`src/rtl/sfsa_pkg.sv`:
```
// Shared types and codes for the slot free-stack allocator.
// No dependencies; imported by slot_free_stack_allocator.
package sfsa_pkg;

  // Request kinds, carried on in_tuser
  localparam logic ACT_ALLOC   = 1'b0;
  localparam logic ACT_RELEASE = 1'b1;

  // Result status, carried on out_tuser
  typedef enum logic [2:0] {
    ST_ALLOCATED = 3'd0,
    ST_NONE_FREE = 3'd1,
    ST_RELEASED  = 3'd2,
    ST_RANGE     = 3'd3,
    ST_UNUSED    = 3'd4
  } status_t;

  localparam int SLOT_FIELD_W = 6;
  localparam int COUNT_MAX    = 63;

endpackage

```
`src/rtl/slot_free_stack_allocator.sv`:
```
// Slot-tag allocator: LIFO free stack plus per-slot busy bits, one request per cycle.
// Depends on sfsa_pkg (status codes, request kinds).
//
// Usage:
//   in_*  channel carries requests: in_tuser = action (0 allocate, 1 release),
//         in_tdata[5:0] = slot to release (ignored for allocate).
//   out_* channel carries one result per request: out_tuser = status,
//         out_tdata[5:0] = granted slot, out_tdata[11:6] = free count after the request.
//   Slot 0 is reserved and never granted; releases of slot 0, of slots at or above
//   POOL_SLOTS, or of slots not in use are rejected with no state change.
// Path: an accepted request passes the request register, then the result register,
//   before it shows on out_tvalid.
//   Throughput: one request per cycle unless stalled, set by the single pop/push port
//   of the stack memory and the busy-bit memory read issued at request accept.
// Reset: the stack logically holds slots 1..POOL_SLOTS-1 and no slot is busy; this is
//   tracked by a low-water mark on the stack pointer, so there is no clearing pass and
//   requests are taken from the first cycle after reset.
// Stall: while out_tready is low the result holds; one more request is taken into the
//   request register, then in_tready drops until the result drains.
module slot_free_stack_allocator #(
  parameter int POOL_SLOTS = 64
) (
  input  logic        clk,
  input  logic        rst_n,
  // requests
  input  logic        in_tvalid,
  output logic        in_tready,
  input  logic [7:0]  in_tdata,    // [5:0] release_slot, [7:6] zero
  input  logic        in_tuser,    // [0] action
  // results
  output logic        out_tvalid,
  input  logic        out_tready,
  output logic [15:0] out_tdata,   // [5:0] granted_slot, [11:6] free_count, [15:12] zero
  output logic [2:0]  out_tuser    // [2:0] status
);
  import sfsa_pkg::*;

  localparam int SW      = $clog2(POOL_SLOTS);
  localparam int CW      = $clog2(POOL_SLOTS);
  localparam int SDEPTH  = POOL_SLOTS - 1;
  localparam int IW      = (SDEPTH > 1) ? $clog2(SDEPTH) : 1;
  localparam logic [CW-1:0] TOP_RST = CW'(POOL_SLOTS - 1);

  // request register
  logic                    req_valid_r;
  logic                    req_act_r;
  logic [SLOT_FIELD_W-1:0] req_slot_r;

  // allocator state
  logic [CW-1:0] top_r, top_nxt;
  logic [CW-1:0] lwm_r, lwm_nxt;   // lowest stack pointer ever reached

  // memories
  logic [SW-1:0] stk_mem [SDEPTH];
  logic [SW-1:0] stk_rd_r;
  logic          stk_we;
  logic [IW-1:0] stk_wa, stk_ra;
  logic [SW-1:0] stk_wd;

  logic          busy_mem [POOL_SLOTS];
  logic          busy_rd_r;
  logic          busy_we;
  logic [SW-1:0] busy_wa;
  logic          busy_wd;

  // result register
  logic        out_valid_r;
  logic [15:0] out_tdata_r;
  logic [2:0]  out_tuser_r;

  logic          in_acc, out_can, fire;
  logic [SW-1:0] in_slot_ext, slot_ext, pop_slot;
  logic          in_range, busy_ok;
  status_t       status;
  logic [SLOT_FIELD_W-1:0] granted, count_sat;

  assign out_can     = !out_valid_r || out_tready;
  assign in_tready   = !req_valid_r || out_can;
  assign in_acc      = in_tvalid && in_tready;
  assign fire        = req_valid_r && out_can;
  assign in_slot_ext = SW'(in_tdata[SLOT_FIELD_W-1:0]);
  assign slot_ext    = SW'(req_slot_r);

  // entries below the low-water mark were never written and still hold index+1
  assign pop_slot = (top_r <= lwm_r) ? SW'(top_r) : stk_rd_r;
  assign in_range = (req_slot_r != '0) && (int'(req_slot_r) < POOL_SLOTS);
  // slots at or below the low-water mark were never granted
  assign busy_ok  = busy_rd_r && (slot_ext > SW'(lwm_r));

  always_comb begin
    top_nxt = top_r;
    lwm_nxt = lwm_r;
    stk_we  = 1'b0;
    stk_wa  = IW'(top_r);
    stk_wd  = slot_ext;
    busy_we = 1'b0;
    busy_wa = pop_slot;
    busy_wd = 1'b1;
    granted = '0;
    status  = ST_NONE_FREE;
    if (req_act_r == ACT_ALLOC) begin
      if (top_r == '0) begin
        status = ST_NONE_FREE;
      end else begin
        status  = ST_ALLOCATED;
        granted = SLOT_FIELD_W'(pop_slot);
        if (fire) begin
          top_nxt = top_r - CW'(1);
          if ((top_r - CW'(1)) < lwm_r) begin
            lwm_nxt = top_r - CW'(1);
          end
          busy_we = 1'b1;
        end
      end
    end else begin
      if (!in_range) begin
        status = ST_RANGE;
      end else if (!busy_ok) begin
        status = ST_UNUSED;
      end else begin
        status = ST_RELEASED;
        if (fire) begin
          busy_we = 1'b1;
          busy_wa = slot_ext;
          busy_wd = 1'b0;
          stk_we  = 1'b1;
          top_nxt = top_r + CW'(1);
        end
      end
    end
    // prefetch the entry under the next stack pointer
    stk_ra = IW'(top_nxt - CW'(1));
  end

  assign count_sat = (int'(top_nxt) > COUNT_MAX) ? SLOT_FIELD_W'(COUNT_MAX)
                                                 : SLOT_FIELD_W'(top_nxt);

  // stack memory, write-first on a same-cycle push and prefetch
  always_ff @(posedge clk) begin
    if (stk_we) begin
      stk_mem[stk_wa] <= stk_wd;
    end
    if (stk_we && (stk_wa == stk_ra)) begin
      stk_rd_r <= stk_wd;
    end else begin
      stk_rd_r <= stk_mem[stk_ra];
    end
  end

  // busy-bit memory, read at request accept with forwarding from the request in flight
  always_ff @(posedge clk) begin
    if (busy_we) begin
      busy_mem[busy_wa] <= busy_wd;
    end
    if (in_acc) begin
      if (busy_we && (busy_wa == in_slot_ext)) begin
        busy_rd_r <= busy_wd;
      end else begin
        busy_rd_r <= busy_mem[in_slot_ext];
      end
    end
  end

  always_ff @(posedge clk) begin
    if (!rst_n) begin
      req_valid_r <= 1'b0;
      out_valid_r <= 1'b0;
      top_r       <= TOP_RST;
      lwm_r       <= TOP_RST;
    end else begin
      top_r <= top_nxt;
      lwm_r <= lwm_nxt;
      if (in_acc) begin
        req_valid_r <= 1'b1;
      end else if (fire) begin
        req_valid_r <= 1'b0;
      end
      if (fire) begin
        out_valid_r <= 1'b1;
      end else if (out_tready) begin
        out_valid_r <= 1'b0;
      end
    end
  end

  // payload registers
  always_ff @(posedge clk) begin
    if (in_acc) begin
      req_act_r  <= in_tuser;
      req_slot_r <= in_tdata[SLOT_FIELD_W-1:0];
    end
    if (fire) begin
      out_tdata_r <= {4'b0000, count_sat, granted};
      out_tuser_r <= status;
    end
  end

  assign out_tvalid = out_valid_r;
  assign out_tdata  = out_tdata_r;
  assign out_tuser  = out_tuser_r;

  // checks
  a_lwm_below_top: assert property (@(posedge clk) disable iff (!rst_n)
    lwm_r <= top_r) else $error("low-water mark above stack pointer");

  a_top_bound: assert property (@(posedge clk) disable iff (!rst_n)
    int'(top_r) <= POOL_SLOTS - 1) else $error("stack pointer beyond pool");

  a_pop_nonzero: assert property (@(posedge clk) disable iff (!rst_n)
    (fire && status == ST_ALLOCATED) |-> (pop_slot != '0))
    else $error("reserved slot granted");

  a_push_bump: assert property (@(posedge clk) disable iff (!rst_n)
    (fire && status == ST_RELEASED) |=> (top_r == $past(top_r) + CW'(1)))
    else $error("release did not push");

  a_reject_hold: assert property (@(posedge clk) disable iff (!rst_n)
    (fire && (status == ST_RANGE || status == ST_UNUSED || status == ST_NONE_FREE))
    |=> (top_r == $past(top_r))) else $error("rejected request changed stack");

endmodule
```
`config.mk`:
```
export PLATFORM = sky130hd
export DESIGN_NAME = slot_free_stack_allocator
export DESIGN_NICKNAME = d
export VERILOG_FILES = /design/src/rtl/sfsa_pkg.sv /design/src/rtl/slot_free_stack_allocator.sv
export SDC_FILE = /design/constraint.sdc
export NUM_CORES = 1
export LEC_CHECK = 0
export BUFFER_PORTS_ARGS = -buffer_cell sky130_fd_sc_hd__buf_2
export CORE_MARGIN = 2
export CORE_UTILIZATION = 45
export DETAILED_ROUTE_END_ITERATION = 12
export GPL_TIMING_DRIVEN = 0
export SLEW_MARGIN = 20
export SYNTH_ARGS = -nofsm -noshare
export SYNTH_HDL_FRONTEND = slang
export SYNTH_SLANG_ARGS = --single-unit
export TNS_END_PERCENT = 100
```
`constraint.sdc`:
```
create_clock -name clk -period 5.1 [get_ports clk]
set_input_delay 0 -clock clk [delete_from_list [all_inputs] [get_ports clk]]
set_output_delay 0 -clock clk [all_outputs]
set_load 0.02 [all_outputs]
```
Word-level counts from Yosys, hierarchy flattened
Memories as Yosys holds them, arrays and structs flattened. A register that Yosys moved wholly into a read port is not among the register bits. Cells that the tools add are included.

Add/subtract/negate cells: 3. $lt $le $gt $ge: 3. Mux-type cells: 33. Bitwise logic cells: 2. Reduce and logical (&&, ||, !) cells: 13.

Operators by type and width (number): $mux W6 (11); $mux W1 (19); $sub A6 B1 Y6 const B (2); $mux W3 (3); $add A6 B1 Y6 const B (1); $gt A6 B6 Y1 (1); $le A6 B6 Y1 (1); $logic_not A6 Y1 (1); $lt A6 B6 Y1 (1); $reduce_bool A6 Y1 (1); $reduce_and A4 Y1 (1); $reduce_bool A2 Y1 (2); $logic_and A1 B1 Y1 (3); $logic_not A1 Y1 (2); $logic_or A1 B1 Y1 (2); $not A1 Y1 (2); $reduce_or A2 Y1 (1).

Register bits after elaboration: 36. RAM bits: 442. Bits of input ports: 13. Output and inout bits: 21. Word-level logic and storage cells: 65. Memories kept: 2.

Memory list: stk_mem (words 63, width 6, rd ports 1, clocked after memory_dff 1, wr ports 1, RTL line slot_free_stack_allocator.sv:54) `logic [SW-1:0] stk_mem [SDEPTH];`; busy_mem (words 64, width 1, rd ports 1, clocked after memory_dff 1, wr ports 1, RTL line slot_free_stack_allocator.sv:60) `logic busy_mem [POOL_SLOTS];`.

Depth between registers and ports, before layout
Depth after elaboration: 9. Mapped depth: 14. Gate-level depth less buffers: 13.

Least setup slack after synthesis
No wires, ideal clock.

Kind: register to register. Start: register req_slot_r[0]. End: memory busy_mem[60], enable pin. Library setup time: 0.302 ns. Data arrival time: 4.234 ns. Data required time: 4.798 ns. Slack: 0.564 ns. Cell stages (with the launch flop): 13. Buffers on the path: 0. Clock period less this slack: 4.536 ns. Cell sequence: edfxtp_1 inv_1 ha_1 nand3b_1 a21o_1 a211o_1 nor2_1 clkinv_1 o2111a_1 or2_2 nor2b_1 nand2_1 nor2_1.

Word-level cells in the longest chain between the ends: 7. Elaborated cells between the ends (all ways): 12. Classes of those cells: 1 x order compare; 9 x mux; 2 x reduce/logical.

RTL lines: start: declaration (RTL line slot_free_stack_allocator.sv:47) `logic [SLOT_FIELD_W-1:0] req_slot_r;`; start signal: assignment (RTL line slot_free_stack_allocator.sv:190) `req_slot_r <= in_tdata[SLOT_FIELD_W-1:0];`; $gt A6 B6 Y1 (RTL line slot_free_stack_allocator.sv:88) `assign busy_ok = busy_rd_r && (slot_ext > SW'(lwm_r));`; $logic_and A1 B1 Y1 (RTL line slot_free_stack_allocator.sv:88); $mux W1 (RTL line slot_free_stack_allocator.sv:118) `end else if (!busy_ok) begin`; $mux W1 (RTL line slot_free_stack_allocator.sv:116) `if (!in_range) begin`; $mux W1 (RTL line slot_free_stack_allocator.sv:101) `if (req_act_r == ACT_ALLOC) begin`; $mux W1 (RTL line slot_free_stack_allocator.sv:152) `if (busy_we) begin`; $mux W1 (not written as such) (RTL line slot_free_stack_allocator.sv:153) `busy_mem[busy_wa] <= busy_wd;`; end: declaration (RTL line slot_free_stack_allocator.sv:60).

Parallel ways exist; a longest one is shown, timed or not.

==> summary.md <==
| Metric | Value |
|---|---|
| Placed cell count | `1,884` |
| Drt wl/cell | `27.04 um` |
| Avg Cell Area, Syn | `16.61 um2` |
| Measured slew at the worst slew-check pin | `1.082 ns` |
| Multi-input logic area | `5674 um2` |
| Register area share after synthesis | `0.7003` |
| RSZ-0062 raised after global routing | `false` |
| Cells after Synth | `1,235` |
| Fin crit share | `0.9040` |
| Largest cells by area after synthesis | `edfxtp_1 (68%), mux4_2 (7.4%), mux2i_1 (3.2%)` |
| Adder-Cell Fraction of Synth Area | `0.01281` |
| Top Ports | `34` |
| Post-synth ARST share | `0` |
| Status | `finished clean` |
| Num CTS Buffers | `50` |
| Die Y | `217.5 um` |
| Setup CP Type | `flip-flop to flip-flop` |
| Nets@finish | `1,382` |
| Residual DRC count | `0` |
| Number of clock sinks | `485` |
| Seq. cell area | `14,360 um2` |
| Part of the power in registers | `0.492` |
| Via-to-Cell Ratio | `5.882` |
| LEAKAGE | `8.056 nW` |
| Internal power | `6.785 mW` |
| Worst EP required | `5.39 ns` |
| Initial DRC count | `1,339` |
| Tmin final | `4.610 ns` |
| Tightest Hold Check Type | `input pin to flip-flop` |
| Most frequent cell after synthesis | `edfxtp_1` |
| Yosys reg bits | `485` |
| Worst-skew pair later-pin latency | `0.60 ns` |
| Final hold violations | `0` |
| Synth Area in Compound Gates | `0.04410` |
| Buffer count from post-CTS setup fixing | `0` |
| Max-slew headroom | `0.2788` |
| Placed Instance Area | `21,710 um2` |
| Area of the die | `47,300 um2` |
| Startpoint types | `flip-flop` |
| CTS tree | `built` |
| Distinct cells, synth | `67` |
| Initial DRT Pass Iterations | `5` |
| Final non-filler cell total | `1,989` |
| Sw Share | `0.2437` |
| H-tree levels | `2` |
| FILL cells | `3,730` |
| Die Width | `217.5 um` |
| Power per cell area | `383.1 nW/um2` |
| Vias in the first global route | `11,500` |
| Core Region | `45,190 um2` |
| Clock share of power | `0.395` |
| Simple-gate share of the synthesized area | `0.07113` |
| Layout overhead on the synthesized area | `14.17%` |
| Largest family of logic cells by synthesized area | `multiplexers` |
| Routed Antenna Nets | `0` |
| Initial core utilization | `0.4539` |
| Multiplexer share of the synthesized area | `0.1409` |
| Xor/xnor cell area share of the yosys netlist | `0.006405` |
| Final Max Tran Viols | `0` |
| Area of the mapped netlist | `20,510 um2` |
| Dominant synthesized flop cell | `edfxtp_1` |
| Switching pwr | `2.186 mW` |
| First-pass GRT wire length | `79,160 um` |
| Vias | `11,700` |
| GRT Util Overall | `0.2321` |
| Diode count | `0` |
| Crit-path max FO | `10` |
| Endpoint type of the worst setup path | `flip-flop` |
| Gr ovfl total | `0` |
| CTS clk-pin slew, worst paths | `0.06 ns` |
| Share of layout cells above drive strength 1 | `0.1879` |
| VDD IR max | `0.0002500 V` |
| Dominant cell type by area after synthesis | `edfxtp_1` |
| Number of max-cap violations | `0` |
| Ys Warns | `0` |
| # rows | `78` |
| Skew final | `0.02932 ns` |
| Antenna violations before repair | `0` |
| Yosys top cell area share | `0.6808` |
| Max Fclk | `0.2169 GHz` |
| Post-synth top cells | `edfxtp_1 (465), nor2_1 (160), mux4_2 (67), mux2i_1 (66), nand2_1 (55)` |
| GPL Wtd Cong | `0.8664` |
| DP HPWL | `36,630 um` |
| Crit path DAT | `4.90 ns` |
| EDFF count, synth | `465` |
| Port Buffers | `27` |
| Clk buf depth | `3` |
| WL final | `53,790 um` |
| Final setup viols | `0` |
| Largest net degree at the start of global routing | `68` |
| CTS Root Cell | `clkbuf_16` |
| Combinational share of power | `0.113` |
| Final instance area | `23,420 um2` |
-- per-layer routing --
metal | share of wire | track usage
met1 | 0.41 | 0.3248
met2 | 0.48 | 0.3730
met3 | 0.078 | 0.03487
met4 | 0.032 | 0.08128
met5 | 0 | 0
-- metrics by stage --
stage / TNS (ns) / power (mW) / utilization / setup WS, ns / hold slack (ns)
after global routing: 0 / 9.236 / 0.5182 / 0.2506 / 0.1575
final: 0 / 8.970 / 0.5182 / 0.4896 / 0.1533
after global placement: -660.56 / 5.460 / 0.4738 / -2.510 / 0.1913
after detailed placement: 0 / 5.489 / 0.4805 / 0.5229 / 0.1912
after CTS: 0 / 9.016 / 0.5182 / 0.4886 / 0.1192
after floorplan: 0 / 5.105 / - / 0.5643 / 0.08887
-- power groups by stage --
stage / registers, mW / clock network (mW) / logic, mW
floorplan: 4.51 / 0 / 0.590
CTS: 4.41 / 3.60 / 1.00
finish: 4.41 / 3.54 / 1.01
detailed placement: 4.50 / 0 / 0.993
global route: 4.41 / 3.76 / 1.07
global placement: 4.54 / 0 / 0.919
-- state kept, by name, summed over array words and instances (netlist names), 3 cells and up, named ones only --
register    count
stk_mem       378
stk_wa          6
out_tuser       3
busy_mem       64
out_tdata      12
req_slot_r      6
lwm_r           6
-- what timing repair did --
| item | in CTS | in global routing |
|---|---|---|
| gates resized for setup | 0 | 0 |
| hold endpoints to repair | 30 | 0 |
| hold buffers | 12 | 0 |
-- critical path: stages, from the launching register on --
cell      delay (ns)
dfxtp_1         0.52
buf_2           0.42
buf_2           0.47
nor2_1          0.31
a22oi_1         0.22
a21boi_0        0.14
nor4_1          0.68
o22ai_1         0.39
o31ai_2         0.50
nor2b_1         0.24
nand2_1         0.22
nor2_1          0.17
-- layout make-up --
cell class	count	area share
plain buffers	64	0.01699
flip-flops and latches	485	0.6134
well taps	600	0.03206
inverters	26	0.004221
clock inverters	30	0.01143
repair buffers	58	0.02324
multi-input cells	663	0.2423
clock buffers	63	0.05637
-- kinds of logic (layout without fill, tap and decap cells) --
group / count (synthesis) / after routing
other: 1 / 4
AO/OA/AOI/OAI: 125 / 125
flip-flops: 485 / 485
multiplexers: 173 / 173
adder cells (fa/ha/maj): 21 / 21
buffers and inverters: 90 / 241
XOR/XNOR: 15 / 15
AND/OR/NAND/NOR: 325 / 325
-- path summary, 6_finish.rpt --
kind / cells past startpoint / slack (ns) / startpoint / endpoint
hold / removal: 2 / 0.15 / in_tdata[0] / req_slot_r[0]
hold reg to reg: 2 / 0.48 / lwm_r[4] / lwm_r[4]
setup / recovery: 11 / 0.49 / flip-flop / busy_mem[49]
setup reg to reg: 11 / 0.49 / flip-flop / busy_mem[49]
-- placed cells by master (no fill, tap or decap), types with 22 or more instances in the layout --
cell type and n:
edfxtp_1 465, nor2_1 160, mux4_2 67, mux2i_1 66, nand2_1 55, clkbuf_16 50
buf_2 40, clkbuf_1 34, nand3_1 28, inv_1 22, a21oi_1 22
Power figures use the tool's default switching activity.
